`src/rtl/core/ncle_pkg.sv`:
```
`timescale 1ns / 1ps
// ----------------------------------------------------------------------------
// ncle_pkg
// Shared widths, register indexes, feedback masks and the result type of the
// noise channel (LFSR with length counter and volume envelope).
// ----------------------------------------------------------------------------
package ncle_pkg;

   // Field and counter widths
   localparam int TICK_W      = 8;
   localparam int LFSR_W      = 15;
   localparam int SHIFT_W     = 20;
   localparam int LEN_W       = 21;
   localparam int ENV_CNT_W   = 19;
   localparam int VOL_W       = 4;
   localparam int SAMPLE_W    = 12;
   localparam int CSR_IDX_W   = 4;
   localparam int CSR_DATA_W  = 6;

   // Configuration register indexes
   localparam logic [CSR_IDX_W-1:0] REG_LENGTH_LOAD     = 4'd0;
   localparam logic [CSR_IDX_W-1:0] REG_INITIAL_VOLUME  = 4'd1;
   localparam logic [CSR_IDX_W-1:0] REG_ENVELOPE_UP     = 4'd2;
   localparam logic [CSR_IDX_W-1:0] REG_ENVELOPE_PERIOD = 4'd3;
   localparam logic [CSR_IDX_W-1:0] REG_CLOCK_SHIFT     = 4'd4;
   localparam logic [CSR_IDX_W-1:0] REG_SHORT_MODE      = 4'd5;
   localparam logic [CSR_IDX_W-1:0] REG_DIVISOR_CODE    = 4'd6;
   localparam logic [CSR_IDX_W-1:0] REG_LENGTH_ENABLE   = 4'd7;

   // Input commands
   localparam logic CMD_ADVANCE = 1'b0;
   localparam logic CMD_TRIGGER = 1'b1;

   // LFSR feedback masks: bit 14 only, or bits 14 and 6 in short mode
   localparam logic [LFSR_W-1:0] FB_LONG  = 15'h4000;
   localparam logic [LFSR_W-1:0] FB_SHORT = 15'h4040;

   // Reset values
   localparam logic [LFSR_W-1:0]  LFSR_RESET         = 15'd1;
   localparam logic [SHIFT_W-1:0] SHIFT_PERIOD_RESET = 20'd8;
   localparam logic [LEN_W-1:0]   LENGTH_LIMIT_RESET = 21'd8;

   // Largest shift before the "no shift" case
   localparam logic [4:0] MAX_SHIFT = 5'd14;

   // One result
   typedef struct packed {
      logic [SAMPLE_W-1:0] sample;
      logic                channel_on;
      logic                noise_bit;
   } rsp_type;

endpackage

```
`src/rtl/core/noise_channel_lfsr_envelope.sv`:
```
`timescale 1ns / 1ps
// ----------------------------------------------------------------------------
// noise_channel_lfsr_envelope
// Noise sound channel: 15-bit LFSR at a programmable period, optional length
// counter and 4-bit volume envelope; one result per input item.
// ----------------------------------------------------------------------------
// Usage:
//   csr_*  : register writes (index, data); always ready, one per cycle.
//            Write only while the channel has no item in flight.
//   req_*  : items; command trigger (start/stop by start_bit) or time
//            advance by tick_count ticks. Transfer when req_valid && !req_stall.
//   rsp_*  : one result per item, transfer when rsp_valid && !rsp_stall.
// An accepted item's result enters the output register at its edge, or the
// skid entry if that register is held. Throughput is one item per cycle while
// req_stall is low; the whole channel update happens in the accept cycle.
// The result side has an output register plus one skid entry. A stalled
// receiver fills the skid entry, and req_stall is raised while it is full,
// so at most two results wait. req_stall is a register output.
// Reset (synchronous): registers 0, channel stopped, LFSR = 1, shift period
// 8, length limit 8, all counters and the volume 0, no result pending.
// ----------------------------------------------------------------------------
module noise_channel_lfsr_envelope
   import ncle_pkg::*;
(
   input  logic                      clock,
   input  logic                      reset,
   // configuration
   input  logic                      csr_valid,
   output logic                      csr_ready,
   input  logic [CSR_IDX_W-1:0]      csr_index,
   input  logic [CSR_DATA_W-1:0]     csr_wdata,
   // input items
   input  logic                      req_valid,
   output logic                      req_stall,
   input  logic                      req_command,
   input  logic                      req_start_bit,
   input  logic [TICK_W-1:0]         req_tick_count,
   // results
   output logic                      rsp_valid,
   input  logic                      rsp_stall,
   output logic signed [SAMPLE_W-1:0] rsp_sample,
   output logic                      rsp_channel_on,
   output logic                      rsp_noise_bit
);

   // Configuration registers
   logic [5:0] length_load_ff;
   logic [3:0] initial_volume_ff;
   logic       envelope_up_ff;
   logic [2:0] envelope_period_ff;
   logic [3:0] clock_shift_ff;
   logic       short_mode_ff;
   logic [2:0] divisor_code_ff;
   logic       length_enable_ff;

   // Channel state
   logic                 running_ff, running_in;
   logic [LFSR_W-1:0]    shift_reg_ff, shift_reg_in;
   logic [SHIFT_W-1:0]   shift_period_ff, shift_period_in;
   logic [SHIFT_W-1:0]   shift_count_ff, shift_count_in;
   logic                 short_latched_ff, short_latched_in;
   logic                 length_active_ff, length_active_in;
   logic [LEN_W-1:0]     length_limit_ff, length_limit_in;
   logic [LEN_W-1:0]     length_count_ff, length_count_in;
   logic                 envelope_active_ff, envelope_active_in;
   logic                 envelope_dir_ff, envelope_dir_in;
   logic [2:0]           envelope_step_ff, envelope_step_in;
   logic [ENV_CNT_W-1:0] envelope_count_ff, envelope_count_in;
   logic [VOL_W-1:0]     volume_ff, volume_in;

   // Output register and skid entry
   logic    rsp_valid_ff, rsp_valid_in;
   rsp_type rsp_data_ff, rsp_data_in;
   logic    skid_valid_ff, skid_valid_in;
   rsp_type skid_data_ff, skid_data_in;

   logic    req_take;
   logic    out_free;
   rsp_type result;

   // Trigger-time values
   logic [5:0]         base_period;
   logic [4:0]         shift_amt;
   logic [6:0]         length_units;

   // Advance-time values
   logic [SHIFT_W:0]     sc_sum;
   logic [SHIFT_W-1:0]   sc_sat;
   logic                 fb_bit;
   logic [LFSR_W-1:0]    fb_mask;
   logic [LEN_W-1:0]     lc_sum;
   logic [ENV_CNT_W:0]   env_sum;
   logic [ENV_CNT_W:0]   env_step_ticks;
   logic [10:0]          magnitude;
   logic [SAMPLE_W-1:0]  mag_ext;

   assign csr_ready = 1'b1;
   assign req_stall = skid_valid_ff;
   assign req_take  = req_valid && !skid_valid_ff;
   assign out_free  = !rsp_valid_ff || !rsp_stall;

   // Configuration writes; unknown indexes are dropped
   always_ff @(posedge clock) begin
      if (reset) begin
         length_load_ff     <= '0;
         initial_volume_ff  <= '0;
         envelope_up_ff     <= 1'b0;
         envelope_period_ff <= '0;
         clock_shift_ff     <= '0;
         short_mode_ff      <= 1'b0;
         divisor_code_ff    <= '0;
         length_enable_ff   <= 1'b0;
      end else if (csr_valid && csr_ready) begin
         case (csr_index)
            REG_LENGTH_LOAD:     length_load_ff     <= csr_wdata[5:0];
            REG_INITIAL_VOLUME:  initial_volume_ff  <= csr_wdata[3:0];
            REG_ENVELOPE_UP:     envelope_up_ff     <= csr_wdata[0];
            REG_ENVELOPE_PERIOD: envelope_period_ff <= csr_wdata[2:0];
            REG_CLOCK_SHIFT:     clock_shift_ff     <= csr_wdata[3:0];
            REG_SHORT_MODE:      short_mode_ff      <= csr_wdata[0];
            REG_DIVISOR_CODE:    divisor_code_ff    <= csr_wdata[2:0];
            REG_LENGTH_ENABLE:   length_enable_ff   <= csr_wdata[0];
            default: begin
            end
         endcase
      end
   end

   // Values latched by a start trigger
   always_comb begin
      base_period  = (divisor_code_ff == 3'd0) ? 6'd4 : {divisor_code_ff, 3'b000};
      shift_amt    = {1'b0, clock_shift_ff} + 5'd1;
      if (shift_amt > MAX_SHIFT) begin
         shift_amt = 5'd0;
      end
      length_units = 7'd64 - {1'b0, length_load_ff};
   end

   // Counter sums for a time advance
   always_comb begin
      sc_sum         = {1'b0, shift_count_ff} + {{(SHIFT_W + 1 - TICK_W){1'b0}}, req_tick_count};
      sc_sat         = sc_sum[SHIFT_W] ? {SHIFT_W{1'b1}} : sc_sum[SHIFT_W-1:0];
      fb_bit         = shift_reg_ff[0] ^ shift_reg_ff[1];
      fb_mask        = short_latched_ff ? FB_SHORT : FB_LONG;
      lc_sum         = length_count_ff + {{(LEN_W - TICK_W){1'b0}}, req_tick_count};
      env_sum        = {1'b0, envelope_count_ff}
                       + {{(ENV_CNT_W + 1 - TICK_W){1'b0}}, req_tick_count};
      env_step_ticks = {1'b0, envelope_step_ff, 16'h0000};
   end

   // Channel update for one item
   always_comb begin
      running_in         = running_ff;
      shift_reg_in       = shift_reg_ff;
      shift_period_in    = shift_period_ff;
      shift_count_in     = shift_count_ff;
      short_latched_in   = short_latched_ff;
      length_active_in   = length_active_ff;
      length_limit_in    = length_limit_ff;
      length_count_in    = length_count_ff;
      envelope_active_in = envelope_active_ff;
      envelope_dir_in    = envelope_dir_ff;
      envelope_step_in   = envelope_step_ff;
      envelope_count_in  = envelope_count_ff;
      volume_in          = volume_ff;

      if (req_command == CMD_TRIGGER) begin
         // start reloads everything but the LFSR; stop only clears running
         running_in = req_start_bit;
         if (req_start_bit) begin
            shift_period_in    = {{(SHIFT_W - 6){1'b0}}, base_period} << shift_amt;
            shift_count_in     = '0;
            short_latched_in   = short_mode_ff;
            length_active_in   = length_enable_ff;
            length_limit_in    = {length_units, 14'h0000};
            length_count_in    = '0;
            envelope_step_in   = envelope_period_ff;
            envelope_active_in = (envelope_period_ff != 3'd0);
            envelope_dir_in    = envelope_up_ff;
            volume_in          = initial_volume_ff;
            envelope_count_in  = '0;
         end
      end else if (running_ff) begin
         // LFSR: at most one shift per item
         if (shift_period_ff != '0) begin
            shift_count_in = sc_sat;
            if (sc_sat >= shift_period_ff) begin
               shift_count_in = sc_sat - shift_period_ff;
               shift_reg_in   = ((shift_reg_ff >> 1) & ~fb_mask)
                                | (fb_bit ? fb_mask : '0);
            end
         end
         // Length expiry stops the channel and skips the envelope
         if (length_active_ff && (lc_sum >= length_limit_ff)) begin
            length_count_in  = lc_sum;
            length_active_in = 1'b0;
            running_in       = 1'b0;
         end else begin
            if (length_active_ff) begin
               length_count_in = lc_sum;
            end
            if (envelope_active_ff) begin
               if (envelope_step_ff == 3'd0) begin
                  envelope_active_in = 1'b0;
               end else if (env_sum >= env_step_ticks) begin
                  volume_in          = envelope_dir_ff ? (volume_ff + 4'd1)
                                                       : (volume_ff - 4'd1);
                  envelope_active_in = (volume_in != 4'd0);
                  envelope_count_in  = ENV_CNT_W'(env_sum - env_step_ticks);
               end else begin
                  envelope_count_in  = env_sum[ENV_CNT_W-1:0];
               end
            end
         end
      end
   end

   // Result from the updated state
   always_comb begin
      magnitude         = {volume_in, 7'b0000000};
      mag_ext           = {1'b0, magnitude};
      result.channel_on = running_in;
      result.noise_bit  = shift_reg_in[0];
      if (!running_in) begin
         result.sample = '0;
      end else if (shift_reg_in[0]) begin
         result.sample = mag_ext;
      end else begin
         result.sample = {SAMPLE_W{1'b0}} - mag_ext;
      end
   end

   // Channel state registers
   always_ff @(posedge clock) begin
      if (reset) begin
         running_ff         <= 1'b0;
         shift_reg_ff       <= LFSR_RESET;
         shift_period_ff    <= SHIFT_PERIOD_RESET;
         shift_count_ff     <= '0;
         short_latched_ff   <= 1'b0;
         length_active_ff   <= 1'b0;
         length_limit_ff    <= LENGTH_LIMIT_RESET;
         length_count_ff    <= '0;
         envelope_active_ff <= 1'b0;
         envelope_dir_ff    <= 1'b0;
         envelope_step_ff   <= '0;
         envelope_count_ff  <= '0;
         volume_ff          <= '0;
      end else if (req_take) begin
         running_ff         <= running_in;
         shift_reg_ff       <= shift_reg_in;
         shift_period_ff    <= shift_period_in;
         shift_count_ff     <= shift_count_in;
         short_latched_ff   <= short_latched_in;
         length_active_ff   <= length_active_in;
         length_limit_ff    <= length_limit_in;
         length_count_ff    <= length_count_in;
         envelope_active_ff <= envelope_active_in;
         envelope_dir_ff    <= envelope_dir_in;
         envelope_step_ff   <= envelope_step_in;
         envelope_count_ff  <= envelope_count_in;
         volume_ff          <= volume_in;
      end
   end

   // Output register and skid entry steering
   always_comb begin
      rsp_valid_in  = rsp_valid_ff;
      rsp_data_in   = rsp_data_ff;
      skid_valid_in = skid_valid_ff;
      skid_data_in  = skid_data_ff;
      if (out_free) begin
         if (skid_valid_ff) begin
            rsp_valid_in  = 1'b1;
            rsp_data_in   = skid_data_ff;
            skid_valid_in = 1'b0;
         end else begin
            rsp_valid_in  = req_take;
            rsp_data_in   = result;
         end
      end else if (req_take) begin
         skid_valid_in = 1'b1;
         skid_data_in  = result;
      end
   end

   always_ff @(posedge clock) begin
      if (reset) begin
         rsp_valid_ff  <= 1'b0;
         skid_valid_ff <= 1'b0;
      end else begin
         rsp_valid_ff  <= rsp_valid_in;
         skid_valid_ff <= skid_valid_in;
      end
   end

   always_ff @(posedge clock) begin
      rsp_data_ff  <= rsp_data_in;
      skid_data_ff <= skid_data_in;
   end

   assign rsp_valid      = rsp_valid_ff;
   assign rsp_sample     = $signed(rsp_data_ff.sample);
   assign rsp_channel_on = rsp_data_ff.channel_on;
   assign rsp_noise_bit  = rsp_data_ff.noise_bit;

   // Checks
   // The skid entry only fills behind a held output register
   assert property (@(posedge clock) disable iff (reset)
      skid_valid_ff |-> rsp_valid_ff)
      else $error("skid entry full with empty output register");

   // A stopped channel reports silence
   assert property (@(posedge clock) disable iff (reset)
      (rsp_valid && !rsp_channel_on) |-> (rsp_sample == '0))
      else $error("nonzero sample while channel stopped");

   // The envelope counter stays below one envelope step
   assert property (@(posedge clock) disable iff (reset)
      envelope_active_ff |-> ({1'b0, envelope_count_ff} < env_step_ticks))
      else $error("envelope counter past its step");

   // The LFSR only moves while the channel runs
   assert property (@(posedge clock) disable iff (reset)
      !running_ff |=> $stable(shift_reg_ff))
      else $error("LFSR moved while channel stopped");

endmodule
```
`config.mk`:
```
export PLATFORM = sky130hd
export DESIGN_NAME = noise_channel_lfsr_envelope
export DESIGN_NICKNAME = d
export VERILOG_FILES = /design/src/rtl/core/ncle_pkg.sv /design/src/rtl/core/noise_channel_lfsr_envelope.sv
export SDC_FILE = /design/constraint.sdc
export NUM_CORES = 1
export LEC_CHECK = 0
export BUFFER_PORTS_ARGS = -buffer_cell sky130_fd_sc_hd__buf_2
export CELL_PAD_IN_SITES_DETAIL_PLACEMENT = 0
export CELL_PAD_IN_SITES_GLOBAL_PLACEMENT = 1
export CORE_MARGIN = 2
export CORE_UTILIZATION = 47
export DETAILED_ROUTE_END_ITERATION = 8
export GPL_ROUTABILITY_DRIVEN = 0
export PLACE_DENSITY = 0.87
export RECOVER_POWER = 25
export SYNTH_ARGS = -nofsm -noshare
export SYNTH_HDL_FRONTEND = slang
export SYNTH_SLANG_ARGS = --single-unit
```
`constraint.sdc`:
```
create_clock -name clock -period 9.1 [get_ports clock]
set_clock_uncertainty 0.05 [all_clocks]
set_input_delay 2.275 -clock clock [delete_from_list [all_inputs] [get_ports clock]]
set_output_delay 2.275 -clock clock [all_outputs]
set_load 0.1 [all_outputs]
```
==> impl_results.md <==
* Critical Path End: shift_reg_ff[10]
* Worst reg2reg path depth at 22
* DRT iter0 DRCs at 557
* Synth warnings at 0
* Drt drc at 0
* WP data required at 9.19 ns
* Global-route wire length before repair at 40.12 mm
* Distinct cells, synth at 79
* Final Cycle Share at 83.09%
* Synth-to-Final Area Change at 9.189%
* Net switching power figure at 536.9 uW
* Critical Path Most Common Cell: a21oi_1
* Layout cell share with drive strength beyond 1 at 8.394%
* Root Buffer: clkbuf_16
* Failing checks: max-capacitance violations, max-slew violations
* Row count at 52
* Critical path type: input port to register
* Slew Limit Headroom at -129.0%
* Post-Syn Area per Cell at 8.036 um^2
* Filler cells at 1961
* # setup viols final at 0
* Antenna diodes at 0
* Die area at 22030 um^2
* ANT nets after route at 0
* Initial DRT Pass Iterations at 5
* Yosys top cell by area: dfxtp_1
* GRT overflow at 0
* Worst-skew pair later-pin latency at 0.42 ns
* Core Box Area at 20360 um^2
* XOR/XNOR Fraction of Synth Area at 5.003%
* Final setup TNS at 0 ns
* Sequential Power Share at 39.3%
* Top Ports at 42
* HP Class: register to register
* Multi-input logic area at 6151 um^2
* Routed WL at 23.43 mm
* Max clock buf depth at 2
* Critical Path Max Stage Delay at 0.62 ns
* CTS HTree Levels at 4
* Synth Cell Area at 9804 um^2
* Clock sinks at 152
* Number of global-route vias before repair at 8259
* Worst vdd ir at 0.1107 mV
* Vias post-DR at 8584
* Largest net degree at the start of global routing at 82
* Crit Path Max Fanout at 18
* Commonest non-fill, non-tap cell in the layout: nor2_1
* Most frequent cells in the layout: nor2_1 (146), dfxtp_1 (138), nand2_1 (127), a21oi_1 (112)
* Initial Utilization at 48.14%
* CTS tree: done
* Worst reg2reg path endpoint: shift_reg_ff[10]
* FF+latch count, synth at 152
* Via density per instance at 5.689
* Ys flop type: dfxtp_1
* FF/Latch Area at 3183 um^2
* Least-Margin Pin Slew at 3.435 ns
* Die height at 148.4 um
* Worst setup margin at 1.539 ns
* Fin. Hold Viols at 0
* Mux share of post-synthesis cell area at 5.896%
* Startpoint Class: input port
* Count of input and output buffers at 33
* Critical path's slowest cell: a21o_1
* Leakage power at 0.004093 uW
* Register area share after synthesis at 32.47%
* Num CTS Buffers at 17
* Data arrival, critical path at 7.65 ns
* HPWL after DPL at 16.60 mm
* DR WL/cell at 15.53 um
* Number of post-CTS setup repair buffers at 0
* Nets at 1318
* CP endpoint kind: register
* Post-synthesis compound-gate area fraction at 20.88%
* Hold-fix buffers, CTS at 0
* Tot GR Track Use at 22.17%
* Combinational Power Share at 21.4%
* Cells after synthesis at 1220
* Asr flop ratio synth at 0%
* Crit path from: req_tick_count[0]
* Simple-gate share of the synthesized area at 21.85%
* Max Freq at 0.1323 GHz
* Run status: finished, violations left
* Area contributors post-synth: dfxtp_1 (28%), ha_1 (7.8%), a21oi_1 (5.7%)
* Switching portion of total power at 30.12%
* Top cell type's share of synthesized area at 28.18%
* Largest family of logic cells by synthesized area: simple AND/OR/NAND/NOR gates
* Max Cap Viol at 2
* CTS-repair resized insts at 0
* Power Internal at 1246 uW
* Synth Area in Adders at 8.806%
* Clock-pin slew on the worst setup and hold paths at 0.06 ns
* Clock share of power at 39.3%
* Initial antenna violation count at 0
* Pre-CTS WS at 1.251 ns
* Die X at 148.4 um
* Fin crit period at 7.561 ns
* Worst r2r src: shift_count_ff[0]
* Final Max Tran Viols at 142
* Power per Cell Area at 166.5 nW/um^2
* RSZ-0062 raised after global routing: no
* Number of synthesized flops with an enable pin at 14
* Crit-path cells: buf_2, ha_1, fa_1, a21o_1, a21oi_1, o21bai_1, a21oi_1, o21bai_1, a21oi_1, buf_4, or3_1, nand3_1, ha_1, nand2_1, nor4_1, o21a_1, a41o_1, o2111ai_1, nand3b_1, a21o_1, nand2_1, nand2_1, a21oi_1
* R2R setup slack at 3.22 ns
synthesized netlist by cell type (21+ instances only):
cell / number
nor2_1: 146
dfxtp_1: 138
nand2_1: 127
a21oi_1: 112
ha_1: 61
inv_1: 61
o21ai_0: 54
clkbuf_1: 50
xnor2_1: 38
nor3_1: 35
mux2i_1: 33
nand3_1: 30
a22oi_1: 28
mux2_2: 21
final cells by class:
| type | instances | share of cell area, % |
|---|---|---|
| multi-input cells | 951 | 57.46 |
| flip-flops and latches | 152 | 29.73 |
| clock buffers | 21 | 4.208 |
| well taps | 270 | 3.156 |
| repair buffers | 44 | 2.174 |
| inverters | 61 | 2.139 |
| clock inverters | 10 | 1.134 |
cell families after synthesis:
logic type | Yosys count
compound gates | 313
xor+xnor | 56
fa+ha+maj | 66
buf+inv | 123
flops | 152
mux | 55
other cells | 2
simple gates | 453
stage by stage:
stage	power [uW]	cell area [um^2]	std cells	hold slack (ns)	util, %
2_1_floorplan	1019	9827	1226	0.3812	-
3_3_place_gp	1091	10150	1478	0.3874	49.85
3_5_place_dp	1093	10150	1478	0.3939	49.85
4_1_cts	1798	10720	1509	0.4040	52.65
5_1_grt	1863	10710	1509	0.4185	52.57
6_report	1782	10710	1509	0.4014	52.57
registers in the layout (all words and copies together), names as in the netlist, 3 cells and up:
signal / count
shift_count_ff: 20
skid_data_ff: 7
envelope_count_ff: 19
length_count_ff: 21
initial_volume_ff: 4
envelope_period_ff: 3
shift_reg_ff: 15
length_load_ff: 6
volume_ff: 4
divisor_code_ff: 3
envelope_step_ff: 3
shift_period_ff: 18
rsp_sample: 5
length_limit_ff: 8
clock_shift_ff: 4
power by group through the flow:
stage               sequential [uW]  combinational (uW)  clock, uW
finish                          701                 381        700
global placement                716                 376          0
global route                    703                 418        741
detailed placement              716                 377          0
floorplan                       741                 279          0
CTS                             701                 382        715
how the worst min path moves through the flow:
| stage | start | to | slack [ns] | cells past startpoint |
|---|---|---|---|---|
| final | shift_reg_ff[5] | shift_reg_ff[4] | 0.40 | 2 |
| after global routing | shift_reg_ff[13] | shift_reg_ff[13] | 0.42 | 2 |
| after CTS | shift_reg_ff[5] | shift_reg_ff[4] | 0.40 | 2 |
| after detailed placement | shift_reg_ff[10] | shift_reg_ff[9] | 0.39 | 2 |
| after global placement | shift_reg_ff[5] | shift_reg_ff[4] | 0.39 | 2 |
| after floorplan | short_mode_ff | short_latched_ff | 0.38 | 2 |
routing by layer:
| metal | wire length (um) | vias to the layer above | GRT usage, % |
|---|---|---|---|
| met3 | 589 | 34 | 3.528 |
| met2 | 11170 | 134 | 37.62 |
| met5 | 0 | - | 0 |
| met1 | 11240 | 4051 | 28.88 |
| li1 | - | 4365 | - |
| met4 | 429 | 0 | 7.286 |
critical path: cells and delay by family:
| family | cells | cell delay [ns] |
|---|---|---|
| compound gates | 11 | 2.17 |
| buf+inv | 2 | 0.31 |
| fa+ha+maj | 3 | 1.04 |
| simple gates | 7 | 1.82 |
(Power assumes the default switching activity.)
